## src/rtl/core/bir_pkg.sv

```systemverilog
// Shared constants for the bilinear image resizer: field widths, default
// sizes and configuration register indexes.
// No dependencies.
package bir_pkg;

  // Beat field widths
  localparam int COORD_W    = 10;
  localparam int SAMPLE_W   = 8;
  localparam int PIXEL_W    = 3 * SAMPLE_W;
  localparam int SIZE_REG_W = 9;
  localparam int STEP_W     = 24;
  localparam int FRAC_W     = 16;
  localparam int WEIGHT_W   = FRAC_W + 1;
  localparam int IN_DATA_W  = 48;
  localparam int CFG_ADDR_W = 2;
  localparam int CFG_DATA_W = 24;

  // Default geometry
  localparam int DEF_MAX_SOURCE_WIDTH  = 256;
  localparam int DEF_MAX_SOURCE_HEIGHT = 256;
  localparam int DEF_MAX_DEST_SIZE     = 1024;

  // Configuration register indexes
  localparam logic [CFG_ADDR_W-1:0] CFG_SOURCE_WIDTH  = 2'd0;
  localparam logic [CFG_ADDR_W-1:0] CFG_SOURCE_HEIGHT = 2'd1;
  localparam logic [CFG_ADDR_W-1:0] CFG_COLUMN_STEP   = 2'd2;
  localparam logic [CFG_ADDR_W-1:0] CFG_ROW_STEP      = 2'd3;

  // Beat kinds carried in tuser
  localparam logic FUNC_STORE = 1'b0;
  localparam logic FUNC_QUERY = 1'b1;

endpackage

```

## src/rtl/core/bir_blend_lane.sv

```systemverilog
// One color channel of the bilinear blend: horizontal weights, then vertical
// weights, then round half up to 8 bits. Two register stages.
// Depends on bir_pkg.
module bir_blend_lane
  import bir_pkg::*;
(
  input  logic                clk,
  input  logic [SAMPLE_W-1:0] s00,
  input  logic [SAMPLE_W-1:0] s01,
  input  logic [SAMPLE_W-1:0] s10,
  input  logic [SAMPLE_W-1:0] s11,
  input  logic [FRAC_W-1:0]   fx,
  input  logic [FRAC_W-1:0]   fy,
  output logic [SAMPLE_W-1:0] sample_out
);

  localparam int TW = SAMPLE_W + FRAC_W;   // horizontal sum, max 255 << 16
  localparam int PW = TW + FRAC_W;         // vertical sum, max 255 << 32
  localparam logic [WEIGHT_W-1:0] ONE_Q16 = WEIGHT_W'(1 << FRAC_W);
  localparam logic [PW-1:0]       HALF    = PW'(64'd1 << (2 * FRAC_W - 1));

  logic [WEIGHT_W-1:0] wx0, wy0;
  logic [TW:0]         top_full, bot_full;
  logic [TW-1:0]       top_r, top_nxt, bot_r, bot_nxt;
  logic [FRAC_W-1:0]   fy_r;
  logic [PW-1:0]       pa_r, pa_nxt, pb_r, pb_nxt;
  logic [PW-1:0]       sum;

  // Stage 1: horizontal blend
  assign wx0      = ONE_Q16 - WEIGHT_W'(fx);
  assign top_full = (TW+1)'(s00 * wx0) + (TW+1)'(s01 * fx);
  assign bot_full = (TW+1)'(s10 * wx0) + (TW+1)'(s11 * fx);
  assign top_nxt  = top_full[TW-1:0];
  assign bot_nxt  = bot_full[TW-1:0];

  // Stage 2: vertical weights
  assign wy0    = ONE_Q16 - WEIGHT_W'(fy_r);
  assign pa_nxt = PW'(top_r * wy0);
  assign pb_nxt = PW'(bot_r * fy_r);

  always_ff @(posedge clk) begin
    top_r <= top_nxt;
    bot_r <= bot_nxt;
    fy_r  <= fy;
    pa_r  <= pa_nxt;
    pb_r  <= pb_nxt;
  end

  // Round half up; the sum never exceeds 255.5 << 32
  assign sum        = pa_r + pb_r + HALF;
  assign sample_out = sum[PW-1:PW-SAMPLE_W];

endmodule
```

## config.mk

```make
export PLATFORM = sky130hd
export DESIGN_NAME = bir_blend_lane
export DESIGN_NICKNAME = d
export VERILOG_FILES = /design/src/rtl/core/bir_pkg.sv /design/src/rtl/core/bir_blend_lane.sv
export SDC_FILE = /design/constraint.sdc
export NUM_CORES = 2
export LEC_CHECK = 0
export BUFFER_PORTS_ARGS = -buffer_cell sky130_fd_sc_hd__buf_2
export CAP_MARGIN = 10
export CORE_ASPECT_RATIO = 1.25
export CORE_MARGIN = 2
export CORE_UTILIZATION = 50
export CTS_CLUSTER_DIAMETER = 100
export DETAILED_ROUTE_END_ITERATION = 16
export MAX_ROUTING_LAYER = met4
export PLACE_DENSITY = 0.77
export SYNTH_ARGS = -nofsm -noshare
export SYNTH_HDL_FRONTEND = slang
export SYNTH_SLANG_ARGS = --single-unit
```

## constraint.sdc

```tcl
create_clock -name clk -period 12.28 [get_ports clk]
set_clock_uncertainty 0.15 [all_clocks]
set_input_delay 2.456 -clock clk [delete_from_list [all_inputs] [get_ports clk]]
set_output_delay 2.456 -clock clk [all_outputs]
set_load 0.01 [all_outputs]
```

== Word-level counts from Yosys, hierarchy flattened ==
Index checks and enable logic that the tools add are counted.

* Add/subtract/negate cells: 6
* Multiply operators: 6

{| class="wikitable"
|+ Operator list
! kind !! count
|-
| $add 24x24->24 || 2
|-
| $mul 8x16->24 || 2
|-
| $mul 8x17->24 || 2
|-
| $add 40x32->40 const B || 1
|-
| $add 40x40->40 || 1
|-
| $mul 24x16->40 || 1
|-
| $mul 24x17->40 || 1
|-
| $sub 17x16->17 const A || 2
|}

* Bits in registers: 144
* Input port bits: 65
* Output and inout port bits: 8
* Logic and storage cells: 17

== Longest topological paths before layout ==
* Word-level depth: 3
* Mapped depth: 32
* Gate-level depth less buffers: 29

== Worst setup path before layout ==
Ideal clock, no wire load.

* Path kind: in2reg
* Start point: input port fx[0]
* End point: register top_r[23]
* Library setup time: 121 ps
* Arrival time: 9,299 ps
* Required time: 12,009 ps
* Path slack: 2,710 ps
* Cell stages on the path: 27
* Path buffers: 3
* Cell sequence: clkbuf_1 clkbuf_1 inv_1 ha_1 inv_1 or4_1 xor2_1 clkbuf_1 nand2_1 fa_1 inv_1 fa_1 inv_1 fa_1 fa_1 fa_1 fa_1 inv_1 ha_1 a21o_1 a21oi_1 a21oi_1 o21ai_1 a21oi_1 a2111oi_0 a21oi_1 xnor2_1

* Cells in the longest elaborated chain, start to end: 3
* Elaborated cells on any way between the ends: 4
* Those cells by class: add/sub (2); mul (2)

{| class="wikitable"
|+ RTL lines
! item !! RTL line !! text
|-
| start: declaration || bir_blend_lane.sv:12 || <nowiki>input logic [FRAC_W-1:0] fx,</nowiki>
|-
| $sub 17x16->17 || bir_blend_lane.sv:30 || <nowiki>assign wx0 = ONE_Q16 - WEIGHT_W'(fx);</nowiki>
|-
| $mul 8x17->24 || bir_blend_lane.sv:31 || <nowiki>assign top_full = (TW+1)'(s00 * wx0) + (TW+1)'(s01 * fx);</nowiki>
|-
| $add 24x24->24 (*) || bir_blend_lane.sv:31 ||
|-
| net top_full[23] || bir_blend_lane.sv:23 || <nowiki>logic [TW:0] top_full, bot_full;</nowiki>
|-
| end signal: assignment || bir_blend_lane.sv:42 || <nowiki>top_r <= top_nxt;</nowiki>
|-
| end: declaration || bir_blend_lane.sv:24 || <nowiki>logic [TW-1:0] top_r, top_nxt, bot_r, bot_nxt;</nowiki>
|}

Mark *: on every way through the listed nets, which the timed path passes. The rest lies on a longest branch.

== Worst setup path after layout ==
Ends and elaborated chain as after synthesis.

==> summary.txt <==
Timing
  – Fin crit share: 79.8%
  – Setup TNS: 0 ns
  – Fin crit period: 9.80 ns
  – Worst-margin pin slew: 1.02 ns
  – Unrepaired setup endpoints after global routing: no
  – Slew HR: 31.9%
  – Max-slew violations: 0
  – Maximum operating frequency: 102 MHz
  – Final Setup Violations: 0
  – Fin. Hold Viols: 0

Worst setup path
  – CP startpoint kind: input port
  – Critical path class: in2reg
  – Worst path depth: 27
  – Reg-to-reg setup timing slack: 3.40 ns
  – Critical Path Source: fx[0]
  – Top delay family on crit path: adder cells
  – Reg-to-Reg Start: fy_r[4]
  – Crit-path max FO: 36
  – Slowest cell on the critical path: xnor2_1
  – Critical path arrival: 10.00 ns
  – CP most frequent cell: fa_1
  – Critical Path Max Stage Delay: 0.73 ns
  – RR Endpoint: pa_r[38]
  – Worst r2r path cells: 28
  – Req. time, crit path: 12.48 ns
  – Setup crit end kind: flop
  – Critical path endpoint: top_r[23]
  – Crit path buf inv count: 6

Yosys
  – Netlist cell types: 70
  – Simple-Gate Fraction of Synth Area: 16.1%
  – Count leader, synth: inv_1
  – Most frequent cells after synthesis: inv_1 (1175), fa_1 (1060), nand2_1 (925)
  – Number of flops mapped to enable cells by yosys: 0
  – Post-synthesis mux area share: 0.0244%
  – Adder-Cell Fraction of Synth Area: 58.0%
  – Top post-synthesis cells by area: fa_1 (46%), ha_1 (12%), inv_1 (9.6%)
  – Post-Synth XOR/XNOR Area: 3.00%
  – Mapped Cells: 5154
  – Async S/R FF share, synth: 0%
  – Main combinational cell family by area after synthesis: adder cells
  – Synth Area in Compound Gates: 5.09%
  – Net count after synthesis: 6721
  – Post-synthesis sequential area ratio: 6.25%
  – Mapped cell area: 46100 sq um
  – Post-Syn Area per Cell: 8.94 sq um
  – Syn. warnings: 0
  – Top FF cell, synth: dfxtp_1
  – Post-synth top area share: 46.0%
  – Largest area contributor in the netlist: fa_1
  – Register bit total from synthesis: 144

Floorplan
  – Die Wd: 276 um
  – Cell Rows: 124
  – I/O pin count: 73
  – Starting Density: 50.4%
  – Core footprint: 91400 sq um
  – Die ar.: 94600 sq um
  – Die Y: 343 um

GRT
  – Vias in the first global route: 37000
  – Largest net degree at the start of global routing: 53
  – Antenna violations before repair: 3
  – First-pass GRT wire length: 186000 um
  – Total GRT Usage: 25.8%
  – Total grt overflow: 0

Clocking
  – Post-CTS sizing: 0
  – Clk buf depth: 2
  – Worst-path clk slew: 0.08 ns
  – CTS Buf Count: 17
  – Worst skew pair latency: 0.48 ns
  – CTS tree: built
  – Cts hold-fix bufs: 0
  – CTS sink count: 144
  – CTS HTree Levels: 4
  – Clk root buf: clkbuf_16
  – Post-CTS Setup Bufs: 0

Cells and area
  – Layout cells sized above 1: 3.64%
  – Area Overhead vs Synth: 4.54%
  – Flip-flop and latch area: 2890 sq um
  – Final #Nets: 6633
  – Fillers: 8079
  – Multi-input gate area: 38100 sq um

Place
  – Gp weighted congestion: 0.951
  – IO buf count: 72
  – DP Wirelength: 89700 um

Hold path
  – Hold Crit Class: reg2reg

Drt
  – Post-route DRC: 0
  – Iteration-0 DRC Markers: 2317
  – Post-route ant nets: 0
  – Routed WL: 112000 um
  – Detailed-route via count: 34000
  – Drt wl/cell: 17.9 um
  – Avg Vias per Cell: 5.41
  – DRT Pass-1 Iters: 6

Outcome
  – Outcome: completed

Job
  – # Max-Cap Violations: 0
## per-layer routing
metal	routed length, um	GRT usage (%)	share of wire, %
met5	0	-	0
met4	4860	10.7	4.3
met3	7780	3.24	6.9
met2	56900	44.3	51
met1	42700	30.5	38
## logic make-up after synthesis
group,count (synthesis)
AOI/OAI and AO/OA,355
xor gates and xnor gates,158
adders and majority gates,1502
buffers and inverters,1406
DFF,144
muxes,1
and+or+nand+nor,1588
## worst min-delay path by stage
stage / start / endpoint / slack (ns) / cells past startpoint
final: bot_r[0] / pb_r[0] / 0.73 / 1
after CTS: bot_r[0] / pb_r[0] / 0.70 / 1
after floorplan: bot_r[0] / pb_r[0] / 0.35 / 1
after global placement: bot_r[0] / pb_r[0] / 0.68 / 1
after global routing: bot_r[0] / pb_r[0] / 0.72 / 1
after detailed placement: bot_r[0] / pb_r[0] / 0.68 / 1
## cell usage in the layout (no fill, tap or decap), types with 7 or more instances in the layout
master	Yosys	layout
inv_1	1175	1175
fa_1	1060	1060
nand2_1	925	925
and2_1	459	459
ha_1	442	442
dfxtp_1	144	142
xnor2_1	119	110
a21oi_1	109	109
buf_2	0	72
a21o_1	63	63
nor2_1	63	63
o21ai_0	55	55
buf_4	0	52
xor2_1	39	34
nor3_1	28	28
nand3_1	27	27
o21a_1	21	21
a211oi_1	17	17
clkbuf_16	0	17
o21bai_1	16	16
nor2b_1	13	13
nand2b_1	12	12
nand4_1	12	12
and3_1	9	9
nand3b_1	8	8
or3_1	8	8
xnor2_2	0	8
o21ai_1	7	7
o211ai_1	7	7
## stage by stage
stage               std cells  area [sq um]  setup WS (ns)  hold slack [ns]  util [%]
floorplan                5154         46100           2.71            0.354         -
global placement         6244         47600           2.21            0.682      52.1
CTS                      6275         48200           2.47            0.702      52.7
global route             6276         48200           1.88            0.722      52.7
finish                   6276         48200           2.48            0.727      52.7
detailed placement       6244         47600           1.93            0.676      52.1
## registers in the layout, summed over array words and instances (netlist names)
register  cells
bot_r        24
fy_r         16
pa_r         40
pb_r         40
top_r        24
## final cells by class
class	count	share of cell area (%)
multi-input cells	3604	79.0
well taps	1197	3.11
flip-flops and latches	144	5.99
repair buffers	124	1.56
diodes	1	0.00519
clock inverters	12	0.278
inverters	1175	9.15
clock buffers	19	0.919
Power is not shown: default switching activity piles up to over one toggle a cycle in this logic, so the estimate is an artifact.
