==> config.mk <==
export PLATFORM = sky130hd
export DESIGN_NAME = bir_axis_map
export DESIGN_NICKNAME = d
export VERILOG_FILES = /design/src/rtl/core/bir_pkg.sv /design/src/rtl/core/bir_axis_map.sv
export SDC_FILE = /design/constraint.sdc
export NUM_CORES = 1
export LEC_CHECK = 0
export ABC_AREA = 1
export BUFFER_PORTS_ARGS = -buffer_cell sky130_fd_sc_hd__clkbuf_2
export CORE_ASPECT_RATIO = 0.8
export CORE_UTILIZATION = 58
export DETAILED_ROUTE_END_ITERATION = 12
export PLACE_DENSITY = 0.83
export SYNTH_ARGS = -nofsm -noshare
export SYNTH_HDL_FRONTEND = slang
export SYNTH_SLANG_ARGS = --single-unit
==> constraint.sdc <==
create_clock -name vclk -period 11.1
set_clock_uncertainty 0.2 [all_clocks]
set_input_delay 2.22 -clock vclk [all_inputs]
set_output_delay 2.22 -clock vclk [all_outputs]
set_load 0.1 [all_outputs]
==> src/rtl/core/bir_pkg.sv <==
// Shared constants for the bilinear image resizer: field widths, default
// sizes and configuration register indexes.
// No dependencies.
package bir_pkg;

  // Beat field widths
  localparam int COORD_W    = 10;
  localparam int SAMPLE_W   = 8;
  localparam int PIXEL_W    = 3 * SAMPLE_W;
  localparam int SIZE_REG_W = 9;
  localparam int STEP_W     = 24;
  localparam int FRAC_W     = 16;
  localparam int WEIGHT_W   = FRAC_W + 1;
  localparam int IN_DATA_W  = 48;
  localparam int CFG_ADDR_W = 2;
  localparam int CFG_DATA_W = 24;

  // Default geometry
  localparam int DEF_MAX_SOURCE_WIDTH  = 256;
  localparam int DEF_MAX_SOURCE_HEIGHT = 256;
  localparam int DEF_MAX_DEST_SIZE     = 1024;

  // Configuration register indexes
  localparam logic [CFG_ADDR_W-1:0] CFG_SOURCE_WIDTH  = 2'd0;
  localparam logic [CFG_ADDR_W-1:0] CFG_SOURCE_HEIGHT = 2'd1;
  localparam logic [CFG_ADDR_W-1:0] CFG_COLUMN_STEP   = 2'd2;
  localparam logic [CFG_ADDR_W-1:0] CFG_ROW_STEP      = 2'd3;

  // Beat kinds carried in tuser
  localparam logic FUNC_STORE = 1'b0;
  localparam logic FUNC_QUERY = 1'b1;

endpackage

==> src/rtl/core/bir_axis_map.sv <==
// Maps one destination coordinate onto the source axis: clamps the size
// register, multiplies by the Q8.16 step and splits base, neighbor, fraction.
// Depends on bir_pkg.
module bir_axis_map
  import bir_pkg::*;
#(
  parameter int SIZE_MAX = DEF_MAX_SOURCE_WIDTH,
  parameter int DEST_MAX = DEF_MAX_DEST_SIZE
) (
  input  logic [COORD_W-1:0]           coord,
  input  logic [STEP_W-1:0]            step,
  input  logic [SIZE_REG_W-1:0]        size_reg,
  output logic [$clog2(SIZE_MAX)-1:0]  last,
  output logic [$clog2(SIZE_MAX)-1:0]  base,
  output logic [$clog2(SIZE_MAX)-1:0]  next,
  output logic [FRAC_W-1:0]            frac
);

  localparam int IW = $clog2(SIZE_MAX);
  localparam int DW = $clog2(DEST_MAX);
  localparam int PW = DW + STEP_W;

  logic [DW-1:0]        coord_sat;
  logic [PW-1:0]        pos;
  logic [PW-FRAC_W-1:0] ipart;

  // Effective size minus one, size clamped to 1..SIZE_MAX
  always_comb begin
    if (size_reg == '0) begin
      last = '0;
    end else if (32'(size_reg) > 32'(SIZE_MAX)) begin
      last = IW'(SIZE_MAX - 1);
    end else begin
      last = IW'(size_reg - 1'b1);
    end
  end

  // Saturate destination coordinate
  always_comb begin
    if (32'(coord) > 32'(DEST_MAX - 1)) begin
      coord_sat = DW'(DEST_MAX - 1);
    end else begin
      coord_sat = DW'(coord);
    end
  end

  // Fixed-point position
  assign pos   = PW'(coord_sat) * PW'(step);
  assign ipart = pos[PW-1:FRAC_W];
  assign frac  = pos[FRAC_W-1:0];

  // Clamp base and right/lower neighbor to the last column or row
  always_comb begin
    if (32'(ipart) > 32'(last)) begin
      base = last;
    end else begin
      base = IW'(ipart);
    end
    if (base < last) begin
      next = base + 1'b1;
    end else begin
      next = last;
    end
  end

endmodule

# Yosys cells after proc, flatten, opt, wreduce, memory -nomap -nowiden
# Index checks and enable logic that the tools add are counted.
[totals]
regBits = 0
inputBits = 43
output_inout_bits = 40
word_cells = 11
[classes]
addsub = 2
mul = 1
order_cmp = 3
n_mux = 4
reduce_logical = 1
[ops]
columns = ["operator", "n"]
rows = [
  ["$mul A10 B24 Y34", 1],
  ["$mux W8", 4],
  ["$gt A18 B8 Y1", 1],
  ["$gt A9 B9 Y1 const B", 1],
  ["$logic_not A9 Y1", 1],
  ["$add A8 B1 Y8 const B", 1],
  ["$lt A8 B8 Y1", 1],
  ["$sub A8 B1 Y8 const B", 1],
]

# Logic depth before layout (Yosys ltp)
# Gate-level depths: netlist of the first run.
[logic_depth]
depth_word = 7
ltp_mapped = 43
mapped_depth_nobuf = 41

# Worst setup path before layout of the first run
# OpenSTA, ideal clock, no wires.
[synth_path]
kind = "in2out"
startpoint = "input step[12]"
endpoint = "output next[0]"
t_arrival_ns = 10.697
required_time_ns = 8.680
setup_slack_ns = -2.017
cell_stages = 40
path_buffers = 2
path_cell_list = "buf_1 nand2_1 fa_1 inv_1 fa_1 fa_1 fa_1 inv_1 fa_1 inv_1 ha_1 nand2_1 inv_1 nand2_1 nand2_1 nand2_1 nand2_1 a31o_2 [4 not listed] inv_1 o21ai_0 a21oi_1 nand4_1 nor2_1 nor2_2 nand2_1 buf_6 inv_2 o21ai_1 ha_1 nand2_1 or2_2 nand2_1 inv_1 nand2_4 nand2_1 nand2_1"
[synth_between]
elab_chain_len = 5
word_cells_on_any_way = 6
cone_classes = "add/sub (1); mul (1); order compare (2); mux (2)"
[synth_lines]
columns = ["item", "line_no", "source"]
rows = [
  ["from (decl)", "bir_axis_map.sv:11", "input logic [STEP_W-1:0] step,"],
  ["$mul A10 B24 Y34 *", "bir_axis_map.sv:48", "assign pos = PW'(coord_sat) * PW'(step);"],
  ["$gt A18 B8 Y1", "bir_axis_map.sv:54", "if (32'(ipart) > 32'(last)) begin"],
  ["$mux W8 *", "bir_axis_map.sv:54", ""],
  ["via base[7]", "bir_axis_map.sv:14", "output logic [$clog2(SIZE_MAX)-1:0] base,"],
  ["$lt A8 B8 Y1 *", "bir_axis_map.sv:59", "if (base < last) begin"],
  ["$mux W8 *", "bir_axis_map.sv:59", ""],
  ["to (decl)", "bir_axis_map.sv:15", "output logic [$clog2(SIZE_MAX)-1:0] next,"],
]
# Mark *: on every way through the listed nets, which the timed path passes. The rest lies on a longest branch.

# Worst setup path after layout of the first run
[layout_path]
startpoint = "input step[11]"
endpoint = "output next[7]"
[layout_between]
elab_chain_len = 5
word_cells_on_any_way = 6
cone_classes = "add/sub (1); mul (1); order compare (2); mux (2)"
[layout_lines]
columns = ["item", "line_no"]
rows = [
  ["$mul A10 B24 Y34 *", "bir_axis_map.sv:48"],
  ["$gt A18 B8 Y1", "bir_axis_map.sv:54"],
  ["$mux W8 *", "bir_axis_map.sv:54"],
  ["$add A8 B1 Y8 or $lt A8 B8 Y1 (tied branches)", "bir_axis_map.sv:60, bir_axis_map.sv:59"],
  ["$mux W8 *", "bir_axis_map.sv:59"],
]
# Mark *: on every way between the ends. The rest lies on a longest branch, timed or not.

==> qor.yml, run 1 <==
hold_path_class: "in2out"
crit_arrival_ns: 10.09
num_antenna_cells: 0
clkbuf_count: 0
synth-compound-area-share: 0.0266
grt_pass1_vias: 11100
setup_tns_ns: -13.64
period_share: 1.13
numPortBuffers: 83
slowest_delay_ns: 0.58
synth_top_family_by_area: "adder cells"
avgSynthCellArea_um2: 6.50
synthToLayoutAreaGrowth_pct: 38.9
slew_headroom: 0.182
seq_cells: 0
via_per_inst: 6.04
crit_type: "in2out"
ant_nets: 0
path_buf_inv: 9
hold_viol_final: 0
ys_warn_count: 0
die_h_um: 117
violations: "design-rule violations, negative setup slack"
start_kind: "primary input"
netlist_area_mm2: 0.00956
hold_end: "frac[0]"
yosys.area_share.simple: 0.286
worst_setup_path_end_kind: "output port"
core_area_mm2: 0.0160
synth_nets: 1774
synth.mux.area_fraction: 0
drv_slew: 0
status: "finished, violations left"
final_common_cell: "nand2_1"
synth-xor-area-share: 0.0238
nNetsFinal: 2027
gp_congestion: 0.928
wl_per_cell_um: 21.1
fin_ws_ns: -1.41
die_w_um: 146
place_hpwl_um: 22500
min_path_cells: 5
crit_slowest_cell: "fa_1"
fill_cells: 828
final.min_clock_period_ns: 12.51
synth.top_cell.area_share: 0.364
critPathMaxFanout: 8
grt_pass1_wl_um: 50700
io-pin-count: 83
final_cell_mix: "454 x nand2_1, 389 x inv_1, 192 x buf_4"
initialDrtViolationCount: 2163
cap_violations: 0
grt_overflow: 0
setup_viol: 16
dp_cells: 1895
stdcell_count: 1937
dp_slack_ns: -0.642
grt_setup_unrepaired: "true"
start_util: 0.599
syn_inst: 1471
synth_seq_area_share: 0
drc_errors: 53
synth_cell_types: 36
drive_above_1_share: 0.298
wl_um: 40900
required_ns: 8.68
crit_path_frequent_cell: "nand2_2"
timing.fmax_ghz: 0.0799
multiInputGateArea_mm2: 0.00878
synthAdderAreaFrac: 0.477
dieArea_mm2: 0.0170
rows: 41
grt_max_degree: 25
cts_hold_buf: 0
firstDrtPassIters: 13
critPathTopFamily: "adder cells"
antenna_found_initial: 1
seqCellArea_um2: 0
grt_usage: 0.370
ys_top_cells_by_area: "fa_1 36%, nand2_1 21%, inv_1 16%, ha_1 11%, nand3_1 1.9%"
vias: 11700
yosys.area.top_type: "fa_1"
tightest_slew_ns: 1.21
min_from: "step[0]"
## worst max path at each step
stage / depth (start not counted) / start / endpoint
5_1_grt: 39 / coord[5] / next[6]
6_report: 38 / step[11] / next[7]
3_5_place_dp: 41 / coord[2] / next[0]
3_3_place_gp: 41 / coord[2] / next[0]
2_1_floorplan: 42 / coord[1] / next[0]
4_1_cts: 42 / coord[9] / next[5]
## kinds of logic after synthesis
logic type / Yosys count
adders and majority gates: 260
AOI/OAI and AO/OA: 44
xor gates and xnor gates: 26
and+or+nand+nor: 668
buffers and inverters: 473
## cell usage after synthesis, types with 5 or more instances
library cell,instances
nand2_1,532
inv_1,416
fa_1,174
ha_1,86
nor2_1,44
clkbuf_1,36
nand3_1,36
a21oi_1,23
xor2_1,17
nand2_2,14
nor2_2,12
nand4_1,10
inv_2,9
xnor2_1,9
buf_1,8
a31oi_1,5
nand3b_1,5
o21ai_0,5
## metal layers
metal,global-route usage,vias to the layer above,part of all wire
li1,-,4688,-
met1,0.443,5279,0.31
met2,0.678,1224,0.42
met3,0.0519,501,0.16
met4,0.163,0,0.11
met5,0,-,0
## cell type report
| class | count | area share |
|---|---|---|
| multi-input combinational | 998 | 0.661 |
| inverter | 426 | 0.122 |
| tap | 215 | 0.0203 |
| timing repair buffer | 298 | 0.197 |
## per-stage QoR
step	cell area, µm²	utilization	hold slack [ns]
after global routing	13300	0.833	5.00
after CTS	12700	0.798	4.96
after detailed placement	12000	0.753	4.96
after floorplan	10100	-	4.64
after global placement	12000	0.753	4.95
final	13300	0.833	4.98
## timing repair
item	4_1_cts	5_1_grt
gates cloned	3	0
pin swaps	43	68
setup endpoints to repair	8	15
gates resized for setup	113	113
endpoints found under the hold margin	0	0
buffers inserted	18	22
Power of run 1 is left out: the tool's default activity adds up to more than one toggle a clock period on the data nets, which glitch-free logic cannot reach.
==> run 2: changes to the inputs <==
--- a/config.mk
+++ b/config.mk
@@ -7,7 +7,7 @@
 export LEC_CHECK = 0
 export ABC_AREA = 1
 export BUFFER_PORTS_ARGS = -buffer_cell sky130_fd_sc_hd__clkbuf_2
-export CORE_ASPECT_RATIO = 0.8
+export CAP_MARGIN = 15
 export CORE_UTILIZATION = 58
 export DETAILED_ROUTE_END_ITERATION = 12
 export PLACE_DENSITY = 0.83
==> run 2 against run 1 <==
  * The run now fails in global routing
  * Synthesized area unchanged
  * Synthesized cell count did not move
==> qor.yml, run 2 <==
synth.top_cell.area_share: 0.364
avgSynthCellArea_um2: 6.50
start_util: 0.598
grt_max_degree: 25
numPortBuffers: 83
place_hpwl_um: 23200
synth_cell_types: 36
grt_usage: 0.647
cts_hold_buf: 0
endpoint_type: "top-level output"
lastStage: "global routing"
synth_seq_area_share: 0
crit_endpoint: "next[0]"
error: "[ERROR GRT-0232] Routing congestion too high. Check the congestion heatmap in the GUI."
yosys.area.top_type: "fa_1"
grt_overflow: 4
die_h_um: 130
ys_top_cells_by_area: "fa_1 36%, nand2_1 21%, inv_1 16%, ha_1 11%, nand3_1 1.9%"
ys_top_cells_by_count: "532 x nand2_1, 416 x inv_1, 174 x fa_1, 86 x ha_1, 44 x nor2_1"
synth_nets: 1774
ys_warn_count: 0
placed_area_mm2: 0.0120
gp_congestion: 0.900
netlist_area_mm2: 0.00956
rows: 46
status: "aborted with a tool error"
dp_slack_ns: -0.622
die_w_um: 130
io-pin-count: 83
yosys.cell_count.top_type: "nand2_1"
syn_inst: 1471
## run 2: per-stage QoR
step / setup TNS, ns / hold slack [ns] / utilization / cells
3_3_place_gp: -2.60 / 4.96 / 0.748 / 1890
3_5_place_dp: -4.72 / 4.96 / 0.748 / 1890
2_1_floorplan: -2.25 / 4.64 / - / 1471
4_1_cts: -1.33 / 4.96 / 0.807 / 1918
## run 2: repair_timing
item / 4_1_cts
resized for setup: 158
gates cloned: 4
buffers inserted: 24
endpoints found under the setup margin: 8
pin swaps: 83
## run 2: cells by family after synthesis
family	share of synthesized area
AOI/OAI and AO/OA	0.0266
xor gates and xnor gates	0.0238
and+or+nand+nor	0.286
buffers and inverters	0.187
adders and majority gates	0.477
## run 2: metal layers
layer	overflow	GRT usage
met1	0	0.653
met2	2	0.816
met3	1	0.513
met4	1	0.573
met5	0	0.291
==> run 3: changes to the inputs <==
--- a/config.mk
+++ b/config.mk
@@ -8,9 +8,9 @@
 export ABC_AREA = 1
 export BUFFER_PORTS_ARGS = -buffer_cell sky130_fd_sc_hd__clkbuf_2
 export CAP_MARGIN = 15
-export CORE_UTILIZATION = 58
+export CORE_UTILIZATION = 40
 export DETAILED_ROUTE_END_ITERATION = 12
-export PLACE_DENSITY = 0.83
+export PLACE_DENSITY_LB_ADDON = 0.15
 export SYNTH_ARGS = -nofsm -noshare
 export SYNTH_HDL_FRONTEND = slang
 export SYNTH_SLANG_ARGS = --single-unit
==> constraint.sdc (replaced) <==
create_clock -name vclk -period 14.43
set_clock_uncertainty 0.2 [all_clocks]
set_input_delay 2.886 -clock vclk [all_inputs]
set_output_delay 2.886 -clock vclk [all_outputs]
set_load 0.1 [all_outputs]
==> run 3 against run 2 <==
  * The flow now finishes without violations
==> qor.yml, run 3 (synthesis results as in run 1) <==
crit_path_frequent_cell: "nand2_1"
gp_congestion: 0.866
crit_type: "in2out"
wl_um: 23700
slowest_delay_ns: 0.57
start_kind: "primary input"
required_ns: 11.34
setup_tns_ns: 0
status: "complete, no violations"
drv_slew: 0
postLayoutCoreUtil: 0.436
io-pin-count: 83
via_per_inst: 4.59
seq_cells: 0
synthToLayoutAreaGrowth_pct: 6.97
initialDrtViolationCount: 471
drive_above_1_share: 0.0908
dp_cells: 1828
grt_overflow: 0
place_hpwl_um: 20900
setup_viol: 0
dp_slack_ns: 0.222
grt_pass1_wl_um: 42300
start_util: 0.407
hold_path_class: "in2out"
nNetsFinal: 1814
crit_arrival_ns: 10.76
num_antenna_cells: 0
worst_setup_path_end_kind: "output port"
crit_start: "coord[3]"
grt_usage: 0.212
final.min_clock_period_ns: 13.85
vias: 8392
critPathMaxFanout: 24
wl_per_cell_um: 13.0
slew_headroom: 0.484
grt_max_degree: 25
period_share: 0.960
timing.fmax_ghz: 0.0722
grt_pass1_vias: 8933
cap_violations: 0
antenna_found_initial: 0
die_h_um: 157
cts_setup_buffers: 0
hold_viol_final: 0
seqCellArea_um2: 0
dieArea_mm2: 0.0245
final_cell_mix: "530 x nand2_1, 416 x inv_1, 174 x fa_1"
die_w_um: 157
clkbuf_count: 0
stdcell_count: 1828
multiInputGateArea_mm2: 0.00778
final_common_cell: "nand2_1"
drc_errors: 0
tightest_slew_ns: 0.766
numPortBuffers: 83
core_area_mm2: 0.0235
rows: 56
ant_nets: 0
firstDrtPassIters: 5
crit_end: "next[1]"
fin_ws_ns: 0.582
fill_cells: 2599
crit_slowest_cell: "fa_1"
grt_setup_unrepaired: "false"
run 3: area by class of cell:
class / instances / area share
Multi-Input combinational cell: 998 / 0.761
Inverter: 426 / 0.156
Timing Repair Buffer: 85 / 0.0440
Tap cell: 319 / 0.0390
run 3: per-stage QoR:
step | cell area [µm²] | hold slack [ns]
final | 10200 | 6.23
after global routing | 10200 | 6.27
after CTS | 10200 | 6.23
after detailed placement | 10200 | 6.23
after global placement | 10200 | 6.23
after floorplan | 9570 | 5.97
run 3: critical path, delay by kind of cell:
family,cells,cell delay [ns]
compound gates,4,0.62
xor+xnor,1,0.25
buf+inv,11,1.40
simple gates,17,2.01
fa+ha+maj,8,3.59
run 3: worst min path at each step:
| stage | depth (start not counted) | endpoint | startpoint |
|---|---|---|---|
| 6_report | 4 | frac[0] | step[0] |
| 5_1_grt | 4 | frac[0] | step[0] |
| 4_1_cts | 4 | frac[0] | step[0] |
| 3_5_place_dp | 4 | frac[0] | step[0] |
| 3_3_place_gp | 4 | frac[0] | step[0] |
| 2_1_floorplan | 2 | frac[0] | coord[0] |
run 3: routing by layer:
metal,global-route usage,routed length (µm),up-vias,part of all wire
li1,-,-,4248,-
met1,0.279,11000,4026,0.47
met2,0.403,12100,107,0.51
met3,0.00194,439,11,0.019
met4,0.0131,144,0,0.0061
met5,0,0,-,0
run 3: what timing repair did:
action	in CTS	in global routing
endpoints found under the setup margin	0	8
hold buffers	0	0
gates resized for setup	0	22
Power of run 3 is left out for the same reason.
